<file path="config.mk">
export PLATFORM = sky130hd
export DESIGN_NAME = bresenham_line_rasterizer_unit
export DESIGN_NICKNAME = d
export VERILOG_FILES = /design/src/bllr_pkg.sv /design/src/bllr_front.sv /design/src/bllr_fifo.sv /design/src/bllr_back.sv /design/src/bresenham_line_rasterizer_unit.sv
export SDC_FILE = /design/constraint.sdc
export NUM_CORES = 1
export LEC_CHECK = 0
export BUFFER_PORTS_ARGS = -buffer_cell sky130_fd_sc_hd__buf_2
export CORE_MARGIN = 3
export CORE_UTILIZATION = 30
export DETAILED_ROUTE_END_ITERATION = 12
export SLEW_MARGIN = 20
export SYNTH_ARGS = -nofsm -noshare
export SYNTH_HDL_FRONTEND = slang
export SYNTH_HIERARCHICAL = 1
export SYNTH_SLANG_ARGS = --single-unit
</file>
<file path="constraint.sdc">
create_clock -name aclk -period 15.1 [get_ports aclk]
set_input_delay 3.02 -clock aclk [delete_from_list [all_inputs] [get_ports aclk]]
set_output_delay 3.02 -clock aclk [all_outputs]
set_load 0.005 [all_outputs]
</file>
<file path="src/bllr_pkg.sv">
package bllr_pkg;

    // Command codes carried in s_tuser
    localparam logic CMD_START   = 1'b0;
    localparam logic CMD_ADVANCE = 1'b1;

    // Per-item flags passed from the front end through the queue to the back end
    typedef struct packed {
        logic is_start;
        logic swapped;
        logic minor_down;
        logic color;
    } line_flags_t;

    localparam int FLAGS_W = $bits(line_flags_t);

endpackage

</file>
<file path="src/bllr_front.sv">
module bllr_front #(
    parameter int COORD_BITS = 7
) (
    input  logic                      cmd,
    input  logic [COORD_BITS-1:0]     start_x,
    input  logic [COORD_BITS-1:0]     start_y,
    input  logic [COORD_BITS-1:0]     end_x,
    input  logic [COORD_BITS-1:0]     end_y,
    input  logic                      pen_color,
    output bllr_pkg::line_flags_t     flags,
    output logic [COORD_BITS-1:0]     major_pos,
    output logic [COORD_BITS-1:0]     major_end,
    output logic [COORD_BITS-1:0]     minor_pos,
    output logic [COORD_BITS-1:0]     major_delta,
    output logic [COORD_BITS-1:0]     minor_delta
);

    logic [COORD_BITS-1:0] dx;
    logic [COORD_BITS-1:0] dy;
    logic                  swapped;
    logic [COORD_BITS-1:0] a0;
    logic [COORD_BITS-1:0] b0;
    logic [COORD_BITS-1:0] a1;
    logic [COORD_BITS-1:0] b1;
    logic                  reorder;
    logic [COORD_BITS-1:0] bs0;
    logic [COORD_BITS-1:0] bs1;

    // Pick the major axis from the absolute deltas
    always_comb begin
        dx      = (end_x > start_x) ? (end_x - start_x) : (start_x - end_x);
        dy      = (end_y > start_y) ? (end_y - start_y) : (start_y - end_y);
        swapped = (dy > dx);
        a0      = swapped ? start_y : start_x;
        b0      = swapped ? start_x : start_y;
        a1      = swapped ? end_y   : end_x;
        b1      = swapped ? end_x   : end_y;
    end

    // Order endpoints so the major coordinate ascends
    always_comb begin
        reorder     = (a0 > a1);
        major_pos   = reorder ? a1 : a0;
        major_end   = reorder ? a0 : a1;
        bs0         = reorder ? b1 : b0;
        bs1         = reorder ? b0 : b1;
        minor_pos   = bs0;
        major_delta = major_end - major_pos;
        minor_delta = (bs1 > bs0) ? (bs1 - bs0) : (bs0 - bs1);
    end

    // Classify the item
    always_comb begin
        flags.is_start   = (cmd == bllr_pkg::CMD_START);
        flags.swapped    = swapped;
        flags.minor_down = !(bs0 < bs1);
        flags.color      = pen_color;
    end

endmodule

</file>
<file path="src/bllr_fifo.sv">
module bllr_fifo #(
    parameter int WIDTH = 8
) (
    input  logic             aclk,
    input  logic             aresetn,
    input  logic             wr_valid,
    output logic             wr_ready,
    input  logic [WIDTH-1:0] wr_data,
    output logic             rd_valid,
    input  logic             rd_ready,
    output logic [WIDTH-1:0] rd_data
);

    localparam int DEPTH = 2;

    logic [WIDTH-1:0] mem [DEPTH];
    logic             wr_ptr_reg;
    logic             wr_ptr_next;
    logic             rd_ptr_reg;
    logic             rd_ptr_next;
    logic [1:0]       count_reg;
    logic [1:0]       count_next;
    logic             push;
    logic             pop;

    assign wr_ready = (count_reg != 2'(DEPTH));
    assign rd_valid = (count_reg != 2'd0);
    assign rd_data  = mem[rd_ptr_reg];
    assign push     = wr_valid && wr_ready;
    assign pop      = rd_valid && rd_ready;

    // Advance pointers and occupancy
    always_comb begin
        wr_ptr_next = push ? !wr_ptr_reg : wr_ptr_reg;
        rd_ptr_next = pop  ? !rd_ptr_reg : rd_ptr_reg;
        count_next  = count_reg + 2'(push) - 2'(pop);
    end

    always_ff @(posedge aclk) begin
        if (!aresetn) begin
            wr_ptr_reg <= 1'b0;
            rd_ptr_reg <= 1'b0;
            count_reg  <= 2'd0;
        end else begin
            wr_ptr_reg <= wr_ptr_next;
            rd_ptr_reg <= rd_ptr_next;
            count_reg  <= count_next;
        end
    end

    // Store the item
    always_ff @(posedge aclk) begin
        if (push) begin
            mem[wr_ptr_reg] <= wr_data;
        end
    end

endmodule

</file>
<file path="src/bllr_back.sv">
module bllr_back #(
    parameter int COORD_BITS = 7
) (
    input  logic                  aclk,
    input  logic                  aresetn,
    input  logic                  q_valid,
    output logic                  q_ready,
    input  bllr_pkg::line_flags_t q_flags,
    input  logic [COORD_BITS-1:0] q_major_pos,
    input  logic [COORD_BITS-1:0] q_major_end,
    input  logic [COORD_BITS-1:0] q_minor_pos,
    input  logic [COORD_BITS-1:0] q_major_delta,
    input  logic [COORD_BITS-1:0] q_minor_delta,
    output logic                  out_valid,
    input  logic                  out_ready,
    output logic [COORD_BITS-1:0] pixel_x,
    output logic [COORD_BITS-1:0] pixel_y,
    output logic                  pixel_color,
    output logic                  pixel_valid,
    output logic                  last_pixel
);

    localparam int ERR_W = COORD_BITS + 2;

    // Line state
    logic [COORD_BITS-1:0] major_pos_reg,   major_pos_next;
    logic [COORD_BITS-1:0] major_end_reg,   major_end_next;
    logic [COORD_BITS-1:0] minor_pos_reg,   minor_pos_next;
    logic [COORD_BITS-1:0] major_delta_reg, major_delta_next;
    logic [COORD_BITS-1:0] minor_delta_reg, minor_delta_next;
    logic [ERR_W-1:0]      error_reg,       error_next;
    logic                  minor_down_reg,  minor_down_next;
    logic                  swapped_reg,     swapped_next;
    logic                  color_reg,       color_next;
    logic                  busy_reg,        busy_next;

    // Output stage
    logic                  out_valid_reg,   out_valid_next;
    logic [COORD_BITS-1:0] pixel_x_reg,     pixel_x_next;
    logic [COORD_BITS-1:0] pixel_y_reg,     pixel_y_next;
    logic                  pixel_color_reg, pixel_color_next;
    logic                  pixel_valid_reg, pixel_valid_next;
    logic                  last_pixel_reg,  last_pixel_next;

    logic                  pop;
    logic                  cur_busy;
    logic                  last;
    logic [ERR_W-1:0]      err_sub;

    assign q_ready = !out_valid_reg || out_ready;
    assign pop     = q_valid && q_ready;

    // Select loaded line or running state, then step the error term
    always_comb begin
        major_pos_next   = q_flags.is_start ? q_major_pos   : major_pos_reg;
        major_end_next   = q_flags.is_start ? q_major_end   : major_end_reg;
        minor_pos_next   = q_flags.is_start ? q_minor_pos   : minor_pos_reg;
        major_delta_next = q_flags.is_start ? q_major_delta : major_delta_reg;
        minor_delta_next = q_flags.is_start ? q_minor_delta : minor_delta_reg;
        minor_down_next  = q_flags.is_start ? q_flags.minor_down : minor_down_reg;
        swapped_next     = q_flags.is_start ? q_flags.swapped    : swapped_reg;
        color_next       = q_flags.is_start ? q_flags.color      : color_reg;
        error_next       = q_flags.is_start ? {2'b00, q_major_delta >> 1} : error_reg;
        cur_busy         = q_flags.is_start || busy_reg;

        last = (major_pos_next >= major_end_next);

        // Emit the current pixel, or an empty result while idle
        out_valid_next   = out_valid_reg && !out_ready;
        pixel_x_next     = pixel_x_reg;
        pixel_y_next     = pixel_y_reg;
        pixel_color_next = pixel_color_reg;
        pixel_valid_next = pixel_valid_reg;
        last_pixel_next  = last_pixel_reg;
        if (pop) begin
            out_valid_next   = 1'b1;
            pixel_valid_next = cur_busy;
            if (cur_busy) begin
                pixel_x_next     = swapped_next ? minor_pos_next : major_pos_next;
                pixel_y_next     = swapped_next ? major_pos_next : minor_pos_next;
                pixel_color_next = color_next;
                last_pixel_next  = last;
            end else begin
                pixel_x_next     = '0;
                pixel_y_next     = '0;
                pixel_color_next = 1'b0;
                last_pixel_next  = 1'b0;
            end
        end

        // Step toward the next pixel
        err_sub = error_next - {2'b00, minor_delta_next};
        if (err_sub[ERR_W-1]) begin
            minor_pos_next = minor_down_next ? (minor_pos_next - 1'b1)
                                             : (minor_pos_next + 1'b1);
            error_next     = err_sub + {2'b00, major_delta_next};
        end else begin
            error_next     = err_sub;
        end
        busy_next = !last;
        if (!last) begin
            major_pos_next = major_pos_next + 1'b1;
        end
    end

    // Hold line state unless a pixel is produced
    always_ff @(posedge aclk) begin
        if (!aresetn) begin
            busy_reg <= 1'b0;
        end else if (pop && cur_busy) begin
            busy_reg <= busy_next;
        end
    end

    always_ff @(posedge aclk) begin
        if (pop && cur_busy) begin
            major_pos_reg   <= major_pos_next;
            major_end_reg   <= major_end_next;
            minor_pos_reg   <= minor_pos_next;
            major_delta_reg <= major_delta_next;
            minor_delta_reg <= minor_delta_next;
            error_reg       <= error_next;
            minor_down_reg  <= minor_down_next;
            swapped_reg     <= swapped_next;
            color_reg       <= color_next;
        end
    end

    // Output register
    always_ff @(posedge aclk) begin
        if (!aresetn) begin
            out_valid_reg <= 1'b0;
        end else begin
            out_valid_reg <= out_valid_next;
        end
    end

    always_ff @(posedge aclk) begin
        pixel_x_reg     <= pixel_x_next;
        pixel_y_reg     <= pixel_y_next;
        pixel_color_reg <= pixel_color_next;
        pixel_valid_reg <= pixel_valid_next;
        last_pixel_reg  <= last_pixel_next;
    end

    assign out_valid   = out_valid_reg;
    assign pixel_x     = pixel_x_reg;
    assign pixel_y     = pixel_y_reg;
    assign pixel_color = pixel_color_reg;
    assign pixel_valid = pixel_valid_reg;
    assign last_pixel  = last_pixel_reg;

endmodule

</file>
<file path="src/bresenham_line_rasterizer_unit.sv">
// Path: an accepted item is written into the queue, then the pixel stage steps it
// into the output register.
// Throughput: one item per cycle while the result is not stalled; the pixel stage
// steps the error term, the minor coordinate and the major coordinate together.
// Reset: synchronous, active low; empties the queue, drops any line in progress and
// clears the output valid.
module bresenham_line_rasterizer_unit #(
    parameter int COORD_BITS = 7
) (
    input  logic                                         aclk,
    input  logic                                         aresetn,
    input  logic                                         s_tvalid,
    output logic                                         s_tready,
    // start_x, start_y, end_x, end_y, pen_color (lowest bit up), zero fill
    input  logic [((4*COORD_BITS+1+7)/8)*8-1:0]          s_tdata,
    // cmd
    input  logic [0:0]                                   s_tuser,
    output logic                                         m_tvalid,
    input  logic                                         m_tready,
    // pixel_x, pixel_y, pixel_color (lowest bit up), zero fill
    output logic [((2*COORD_BITS+1+7)/8)*8-1:0]          m_tdata,
    // pixel_valid
    output logic [0:0]                                   m_tuser,
    output logic                                         m_tlast
);

    localparam int N      = COORD_BITS;
    localparam int OUT_W  = ((2*N+1+7)/8)*8;
    localparam int QUE_W  = bllr_pkg::FLAGS_W + 5*N;

    bllr_pkg::line_flags_t f_flags;
    bllr_pkg::line_flags_t q_flags;
    logic [N-1:0]          f_major_pos, f_major_end, f_minor_pos, f_major_delta, f_minor_delta;
    logic [N-1:0]          q_major_pos, q_major_end, q_minor_pos, q_major_delta, q_minor_delta;
    logic [QUE_W-1:0]      q_wr_data;
    logic [QUE_W-1:0]      q_rd_data;
    logic                  q_valid;
    logic                  q_ready;
    logic [N-1:0]          pixel_x;
    logic [N-1:0]          pixel_y;
    logic                  pixel_color;

    // Classify and prepare each item
    bllr_front #(.COORD_BITS(N)) u_front (
        .cmd         (s_tuser[0]),
        .start_x     (s_tdata[N-1:0]),
        .start_y     (s_tdata[2*N-1:N]),
        .end_x       (s_tdata[3*N-1:2*N]),
        .end_y       (s_tdata[4*N-1:3*N]),
        .pen_color   (s_tdata[4*N]),
        .flags       (f_flags),
        .major_pos   (f_major_pos),
        .major_end   (f_major_end),
        .minor_pos   (f_minor_pos),
        .major_delta (f_major_delta),
        .minor_delta (f_minor_delta)
    );

    assign q_wr_data = {f_flags, f_minor_delta, f_major_delta, f_minor_pos,
                        f_major_end, f_major_pos};

    // Queue between front and back
    bllr_fifo #(.WIDTH(QUE_W)) u_queue (
        .aclk     (aclk),
        .aresetn  (aresetn),
        .wr_valid (s_tvalid),
        .wr_ready (s_tready),
        .wr_data  (q_wr_data),
        .rd_valid (q_valid),
        .rd_ready (q_ready),
        .rd_data  (q_rd_data)
    );

    assign {q_flags, q_minor_delta, q_major_delta, q_minor_pos,
            q_major_end, q_major_pos} = q_rd_data;

    // Step the line and hold the result
    bllr_back #(.COORD_BITS(N)) u_back (
        .aclk          (aclk),
        .aresetn       (aresetn),
        .q_valid       (q_valid),
        .q_ready       (q_ready),
        .q_flags       (q_flags),
        .q_major_pos   (q_major_pos),
        .q_major_end   (q_major_end),
        .q_minor_pos   (q_minor_pos),
        .q_major_delta (q_major_delta),
        .q_minor_delta (q_minor_delta),
        .out_valid     (m_tvalid),
        .out_ready     (m_tready),
        .pixel_x       (pixel_x),
        .pixel_y       (pixel_y),
        .pixel_color   (pixel_color),
        .pixel_valid   (m_tuser[0]),
        .last_pixel    (m_tlast)
    );

    assign m_tdata = OUT_W'({pixel_color, pixel_y, pixel_x});

endmodule

</file>
==> summary.txt, run 1 <==
Status
  – Status: finished, final reports clean

Cells and area
  – Diode count: 0
  – Nets: approximately 1200
  – FF+latch area: 4410 µm²
  – Max reg flops: 78
  – Multi-input gate area: roughly 5800 µm²
  – Synth-to-Final Area Change: 11.6%
  – Fraction of layout cells with a size suffix above 1: between 10% and 20%
  – Filler Cell Count: 3547

Logic synthesis
  – Most frequent cells after synthesis: edfxtp_1 (142), inv_1 (107), ha_1 (81)
  – Count leader, synth: edfxtp_1
  – Netlist cell types: 92
  – Cell area after synthesis: roughly 11000 µm²
  – Synth top area share: about two fifths
  – Post-Synthesis Net Count: between 1000 and 1500
  – Synth Flop Type: edfxtp_1
  – Post-Syn Area per Cell: 10.4 µm²
  – Top post-synthesis cells by area: edfxtp_1 (40%), ha_1 (9.4%), mux2i_1 (6.3%), inv_1 (3.7%), mux2_2 (3.7%)
  – Synth warn: 6
  – Post-synth EDFFs: 142
  – Synth Register Bits: 149
  – Cell taking the most area after synthesis: edfxtp_1
  – Synthesized instance count: around 1000
  – Register area share after synthesis: 40.8%
  – Post-synth ARST share: 0%

STA
  – Max-slew headroom: 29.9%
  – Setup Skew: 0.00867 ns
  – Post-route clock period utilization: 82.4%
  – Period minus WS final: 12.45 ns
  – Fin. Hold Viols: 0
  – TNS Setup: 0 ns
  – Setup violations, final: 0
  – RSZ-0062 raised after global routing: false
  – Slew Viols, Final: 0
  – Slew @ Worst Pin: 1.05 ns
  – FMAX: 0.0803 GHz

Routing
  – Vias: 7782
  – Antenna Violating Nets Remaining: 0
  – Iteration-0 DRC Markers: approximately 610
  – DRC viols: 0
  – Avg WL per Cell: 16.2 µm
  – Routed WL: roughly 25000 µm
  – Drt pass-1 iters: 5
  – Vias/cell: 5.04

GRT
  – Vias in the first global route: 7575
  – GR peak layer: met2
  – Grt met1 use: 18.7%
  – Overall global routing resource usage: 13.1%
  – Largest net degree at the start of global routing: 73
  – Global-route wire length before repair: ~40000 µm
  – Met2 usage: 20.9%
  – Remaining global-route overflow: 0
  – Initial antenna violation count: 0
  – Met3 Track Usage GR: 2.42%

Job
  – Max_cap viols: 0

Setup path
  – Crit path required time: 15.33 ns
  – Arr. time, crit path: 12.67 ns
  – Crit-path most repeated cell: ha_1
  – Critical path startpoint category: primary input
  – Bufs and invs on worst path: 5
  – Largest stage delay on the critical path: between 0.6 and 0.7 ns
  – Setup crit end kind: register
  – Setup Crit Path Kind: primary input to register
  – CP max FO: 72
  – Crit path max-delay family: simple AND/OR/NAND/NOR gates
  – Slowest stage cell, crit path: nand3_4

Clock network
  – Clock transition at the registers of the reported paths: 0.06 ns
  – CTS Hold Buffers Added: 0
  – Setup Fix Bufs, Post-CTS: 0
  – CTS Root Cell: clkbuf_16
  – Total CTS buffers: 17
  – H-tree levels: 4
  – Post-CTS resize count: 0
  – TritonCTS Sinks: between 100 and 150
  – CTS Buffer Depth: 2
  – Clock Latency Late Sink: 0.43 ns
  – CTS tree: built

Floorplan
  – Die width: 196 µm
  – IO Count: 57
  – Initial core utilization: between 30% and 40%
  – Die Ht: 196 µm
  – CORE AREA: approximately 35000 µm²
  – Die ar.: around 38000 µm²
  – Row cnt: 68

Placed design
  – Buffers on Ports: 52
  – Hpwl dp: 18500 µm
  – Gpl congestion: approximately 0.91

Worst hold path
  – HP Class: register to register
[per-stage QoR]
step           cell area, µm²  setup slack, ns  hold WS, ns  cells  utilization [%]
5_1_grt                 12000             2.01        0.535   1545             34.4
3_3_place_gp            11500             2.65        0.486   1513             32.8
6_report                12000             2.65        0.510   1545             34.4
4_1_cts                 12000             2.99        0.521   1545             34.4
2_1_floorplan           10800             3.62        0.472   1035                -
3_5_place_dp            11500             2.58        0.498   1513             32.8
[worst reg2reg max path: stages, from the launching register on]
cell      delay [ns]
dfxtp_2         0.32
mux2_2          0.21
buf_4           0.59
mux2_2          0.37
ha_1            0.18
inv_1           0.06
fa_1            0.44
a21o_2          0.22
a21oi_1         0.17
xnor2_1         0.11
ha_1            0.37
nand2_1         0.07
o21ai_0         0.30
o221ai_1        0.22
o311ai_0        0.15
mux2i_1         0.13
[metal layers]
| metal | up-vias | part of all wire, % |
|---|---|---|
| met4 | 0 | 1.0 |
| met2 | 187 | 46 |
| met3 | 26 | 5.0 |
| li1 | 3850 | - |
| met5 | - | 0 |
| met1 | 3719 | 48 |
[final timing paths]
kind,start,end,slack (ns),cells past startpoint
max,s_tdata[1],u_queue/mem[1][34],2.65,35
min,u_queue/rd_ptr_reg,u_queue/rd_ptr_reg,0.51,2
max reg2reg,register,u_back/error_reg[6],10.94,15
min reg2reg,u_queue/rd_ptr_reg,u_queue/rd_ptr_reg,0.51,2
[cell usage in the layout, fill, tap and decap left out, types with 9 or more instances in the layout]
cell / synthesis / layout
a21oi_1: 70 / 70
xor2_1: 17 / 17
o21ai_0: 42 / 42
nor2_1: 77 / 76
xnor2_1: 27 / 27
ha_1: 81 / 81
nand4_1: 12 / 12
o211ai_1: 10 / 10
nand3_1: 23 / 23
mux2_2: 35 / 36
a211oi_1: 17 / 17
mux2i_1: 68 / 68
clkbuf_16: 0 / 17
nor2b_1: 10 / 10
buf_2: 8 / 52
mux2_1: 25 / 24
nand2_1: 62 / 62
edfxtp_1: 142 / 142
fa_1: 9 / 9
inv_1: 107 / 107
a21o_1: 14 / 14
[logic make-up after synthesis]
family / share of synthesized area, %
and+or+nand+nor: 11.1
AOI/OAI and AO/OA: 14.0
DFF: 40.8
buffers and inverters: 5.76
muxes: 13.1
adders and majority gates: 11.6
xor gates and xnor gates: 3.57
other: 0.0348
[layout make-up]
type                       instances  area share [%]
clock buffer                      17            3.53
tap                              455            4.73
timing repair buffer              60            2.66
sequential                       149            36.6
multi-input combinational        739            47.9
inverter                         110            3.43
clock inverter                    15            1.17
Power of run 1 is left out: the tool's default activity adds up to more than one toggle a clock period on the data nets, which glitch-free logic cannot reach.
==> run 2, diff against run 1 <==
clock period = 12.6 ns   (was 15.1 ns; I/O delays follow)
==> run 2 against run 1 <==
Critical path depth is 2 higher. Highest routed layer unchanged. Die area stayed put. Largest cell class unchanged. Register-to-register slack lost 2.4 ns. Setup slack got worse by 1.6 ns. Critical endpoint is now u_queue/mem[0][34].
==> summary.txt, run 2 (synthesized netlist as in run 1, its figures left out) <==
Floorplan
  – IO Count: 57 (unchanged)
  – Row cnt: 68 (unchanged)
  – Die width: 196 µm (unchanged)
  – Die ar.: 38300 µm² (unchanged)
  – Initial core utilization: 30.9% (unchanged)
  – CORE AREA: 35000 µm² (unchanged)
  – Die Ht: 196 µm (unchanged)

GRT
  – Remaining global-route overflow: 0 (unchanged)
  – Initial antenna violation count: 0 (unchanged)
  – Vias in the first global route: 7411 (-2.2%)
  – Largest net degree at the start of global routing: 56 (-23%)
  – Global-route wire length before repair: 39900 µm (-1.3%)
  – Overall global routing resource usage: 12.9% (-0.20 points)

STA
  – Max-slew headroom: 29.7% (-0.15 points)
  – Slew Viols, Final: 0 (unchanged)
  – FMAX: 0.0866 GHz
  – Fin. Hold Viols: 0 (unchanged)
  – Setup Skew: 0.0107 ns (+0.00207 ns)
  – Slew @ Worst Pin: 1.05 ns (+0.00230 ns)
  – TNS Setup: 0 ns (unchanged)
  – Setup violations, final: 0 (unchanged)
  – RSZ-0062 raised after global routing: false
  – Post-route clock period utilization: 91.6%
  – Period minus WS final: 11.55 ns

Clock network
  – Clock transition at the registers of the reported paths: 0.07 ns (about the same)
  – Clock Latency Late Sink: 0.42 ns (about the same)
  – Post-CTS resize count: 0 (unchanged)
  – TritonCTS Sinks: 149 (unchanged)
  – Total CTS buffers: 17 (unchanged)
  – CTS Buffer Depth: 2 (unchanged)
  – Setup Fix Bufs, Post-CTS: 0 (unchanged)
  – CTS Root Cell: clkbuf_16
  – CTS tree: built
  – H-tree levels: 4 (unchanged)
  – CTS Hold Buffers Added: 0 (unchanged)

Cells and area
  – Commonest non-fill, non-tap cell in the layout: edfxtp_1
  – Finished Layout Cells: 1548 (+0.19%)
  – Filler Cell Count: 3480 (-1.9%)
  – FF+latch area: 4410 µm² (unchanged)
  – Max reg flops: 78 (unchanged)
  – Synth-to-Final Area Change: 12.0%
  – Multi-input gate area: 5770 µm² (unchanged)
  – Diode count: 0 (unchanged)
  – Fraction of layout cells with a size suffix above 1: 15.9% (+0.23 points)
  – Most frequent cells in the layout: edfxtp_1 (142), inv_1 (107), ha_1 (81)
  – Nets: 1207 (+0.25%)

Placed design
  – Buffers on Ports: 52 (unchanged)
  – Inst Count DP: 1516 (+0.20%)
  – Hpwl dp: 18600 µm (+0.36%)
  – Gpl congestion: 0.895 (-1.6%)

Setup path
  – Setup Crit Path Kind: primary input to register
  – Arr. time, crit path: 11.75 ns (-0.92 ns)
  – Setup crit end kind: register
  – Largest stage delay on the critical path: 0.61 ns (-0.08 ns)
  – CP max FO: 38 (-47%)
  – Crit path required time: 12.81 ns (-2.52 ns)
  – Slowest stage cell, crit path: or4b_2
  – Crit path max-delay family: simple AND/OR/NAND/NOR gates
  – Critical path startpoint category: primary input
  – Bufs and invs on worst path: 6 (+1)
  – WP depth: 37 (+5.7%)
  – R2R depth: 15 (unchanged)

Routing
  – Iteration-0 DRC Markers: 507 (-16%)
  – Avg WL per Cell: 16.1 µm (-0.74%)
  – Drt pass-1 iters: 5 (unchanged)
  – Routed WL: 24900 µm (-0.55%)
  – Vias: 7782 (unchanged)
  – Antenna Violating Nets Remaining: 0 (unchanged)
  – Vias/cell: 5.03 (-0.19%)
  – DRC viols: 0 (unchanged)

Worst hold path
  – HP Class: register to register
  – Hold Path Depth: 2 (unchanged)

Status
  – Status: finished, final reports clean

Job
  – Max_cap viols: 0 (unchanged)
[run 2: final cells by class]
cell class | count | share of cell area [%]
inverters | 110 | 3.42
flip-flops and latches | 149 | 36.4
clock inverters | 15 | 1.34
clock buffers | 17 | 3.52
repair buffers | 63 | 2.84
well taps | 455 | 4.71
multi-input cells | 739 | 47.7
[run 2: final timing paths]
path / from / endpoint / slack [ns]
setup / recovery: s_tdata[4] / u_queue/mem[0][34] / 1.05
hold / removal: u_queue/rd_ptr_reg / u_queue/rd_ptr_reg / 0.50
setup reg to reg: register / u_back/error_reg[6] / 8.52
hold reg to reg: u_queue/rd_ptr_reg / u_queue/rd_ptr_reg / 0.50
[run 2: through the flow]
stage	cell area [µm²]	hold slack [ns]	worst slack, ns	util, %
after floorplan	10800	0.472	1.62	-
after global placement	11500	0.486	1.01	32.9
after detailed placement	11500	0.489	0.877	32.9
after CTS	12100	0.510	1.25	34.6
after global routing	12100	0.540	0.282	34.6
final	12100	0.505	1.05	34.6
[run 2: worst register-to-register path: stages (launching register included)]
cell and delay [ns]:
dfxtp_2 0.32, mux2_2 0.21, buf_4 0.58, mux2_2 0.38, ha_1 0.16, inv_1 0.05
fa_1 0.44, a21o_2 0.22, a21oi_1 0.17, xnor2_1 0.12, ha_1 0.38, nand2_1 0.07
o21ai_0 0.27, o221ai_1 0.20, o311ai_0 0.14, mux2i_1 0.12
[run 2: per-layer routing]
metal	track usage (%)	wire [µm]	vias to the layer above	part of all wire, %
met5	0	0	-	0
met4	2.88	309	0	1.2
met3	1.97	1010	24	4.0
met2	20.8	11400	183	46
met1	18.5	12200	3722	49
li1	-	-	3853	-
Power of run 2 is left out for the same reason.
==> run 3, diff against run 2 <==
RECOVER_POWER = 100   (was unset)
==> run 3 against run 2 <==
Critical endpoint unchanged. Count of clock-buffer cells in the layout did not move. First-iteration DRC count rose by 14%. The run now ends with max-capacitance violations, max-slew violations left. Via count fell by 0.67%.
==> summary.txt, run 3 (synthesized netlist as in run 1, its figures left out) <==
STA
  – Period minus WS final: 11.70 ns (+0.150 ns)
  – FMAX: 0.0855 GHz (-1.3%)
  – RSZ-0062 raised after global routing: false
  – Post-route clock period utilization: 92.8% (+1.2 points)
  – Slew @ Worst Pin: 3.33 ns (+2.28 ns)
  – Setup violations, final: 0 (unchanged)
  – Max-slew headroom: -122% (-150 points)
  – Fin. Hold Viols: 0 (unchanged)
  – Setup Skew: 0.0108 ns (+0.0000385 ns)
  – Slew Viols, Final: 171 (+171)
  – TNS Setup: 0 ns (unchanged)

GRT
  – Overall global routing resource usage: 12.9% (unchanged)
  – Remaining global-route overflow: 0 (unchanged)
  – Global-route wire length before repair: 39900 µm (unchanged)
  – Largest net degree at the start of global routing: 56 (unchanged)
  – Initial antenna violation count: 0 (unchanged)
  – Vias in the first global route: 7411 (unchanged)

Setup path
  – Critical path startpoint category: primary input
  – Crit path required time: 12.81 ns (about the same)
  – Setup crit end kind: register
  – Setup Crit Path Kind: primary input to register
  – Largest stage delay on the critical path: 0.61 ns (about the same)
  – CP max FO: 38 (unchanged)
  – Slowest stage cell, crit path: or4b_2
  – Arr. time, crit path: 11.91 ns (+0.16 ns)

Cells and area
  – Filler Cell Count: 3494 (+0.40%)
  – Nets: 1207 (unchanged)
  – Most frequent cells in the layout: edfxtp_1 (142), inv_1 (108), ha_1 (81)
  – Commonest non-fill, non-tap cell in the layout: edfxtp_1
  – Synth-to-Final Area Change: 11.2%
  – Diode count: 0 (unchanged)
  – FF+latch area: 4400 µm² (about the same)
  – Fraction of layout cells with a size suffix above 1: 12.7% (-3.2 points)
  – Max reg flops: 78 (unchanged)
  – Multi-input gate area: 5720 µm² (-0.91%)

Clock network
  – CTS Hold Buffers Added: 0 (unchanged)
  – TritonCTS Sinks: 149 (unchanged)
  – Clock transition at the registers of the reported paths: 0.07 ns (about the same)
  – CTS tree: built
  – H-tree levels: 4 (unchanged)
  – CTS Root Cell: clkbuf_16
  – Setup Fix Bufs, Post-CTS: 0 (unchanged)
  – CTS Buffer Depth: 2 (unchanged)
  – Post-CTS resize count: 0 (unchanged)
  – Total CTS buffers: 17 (unchanged)
  – Clock Latency Late Sink: 0.42 ns (about the same)

Routing
  – Routed WL: 24900 µm (about the same)
  – Routed length on met1: 12200 µm (-0.12%)
  – Iteration-0 DRC Markers: 577 (+14%)
  – Vias: 7730 (-0.67%)
  – Drt pass-1 iters: 5 (unchanged)
  – Top sig layer: met4
  – Detail Route met2 WL: 11500 µm (+0.44%)
  – WL met3: 1020 µm (+1.6%)
  – Avg WL per Cell: 16.1 µm (about the same)
  – Vias/cell: 4.99 (-0.67%)
  – Antenna Violating Nets Remaining: 0 (unchanged)
  – DRC viols: 0 (unchanged)

Floorplan
  – IO Count: 57 (unchanged)
  – Die Ht: 196 µm (unchanged)
  – CORE AREA: 35000 µm² (unchanged)
  – Row cnt: 68 (unchanged)
  – Die ar.: 38300 µm² (unchanged)
  – Die width: 196 µm (unchanged)
  – Initial core utilization: 30.9% (unchanged)

Status
  – Failing checks: max-capacitance violations, max-slew violations
  – Status: finished with violations

Job
  – Max_cap viols: 4 (+4)

Worst hold path
  – HP Class: register to register

Placed design
  – Buffers on Ports: 52 (unchanged)
  – Hpwl dp: 18600 µm (unchanged)
  – Gpl congestion: 0.895 (unchanged)
[run 3: layout make-up]
type | instances | share of cell area, %
multi-input cells | 739 | 47.7
flip-flops and latches | 149 | 36.7
well taps | 455 | 4.74
clock buffers | 17 | 3.55
inverters | 110 | 3.44
repair buffers | 63 | 2.57
clock inverters | 15 | 1.35
[run 3: worst paths after layout]
path	start	to	slack, ns	cells after the start
max	s_tdata[4]	u_queue/mem[0][34]	0.90	37
min reg2reg	u_queue/rd_ptr_reg	u_queue/rd_ptr_reg	0.51	2
min	u_queue/rd_ptr_reg	u_queue/rd_ptr_reg	0.51	2
max reg2reg	register	u_back/error_reg[1]	5.97	9
[run 3: per-layer routing]
| layer | vias up | GRT usage (%) |
|---|---|---|
| li1 | 3849 | - |
| met1 | 3693 | 18.5 |
| met2 | 170 | 20.8 |
| met3 | 18 | 1.97 |
| met4 | 0 | 2.88 |
| met5 | - | 0 |
[run 3: worst max-delay path, delay by kind of cell]
| kind | cells | cell delay (ns) |
|---|---|---|
| xor+xnor | 1 | 0.30 |
| mux | 2 | 0.68 |
| simple gates | 13 | 3.37 |
| compound gates | 11 | 2.48 |
| fa+ha+maj | 4 | 1.19 |
| buf+inv | 6 | 1.33 |
[run 3: per-stage QoR]
stage / cells / util, % / area, µm² / hold WS [ns] / setup slack (ns)
6_report: 1548 / 34.3 / 12000 / 0.510 / 0.904
5_1_grt: 1548 / 34.3 / 12000 / 0.540 / 0.154
4_1_cts: 1548 / 34.6 / 12100 / 0.510 / 1.25
3_5_place_dp: 1516 / 32.9 / 11500 / 0.489 / 0.877
3_3_place_gp: 1516 / 32.9 / 11500 / 0.486 / 1.01
2_1_floorplan: 1035 / - / 10800 / 0.472 / 1.62
Power of run 3 is left out for the same reason.
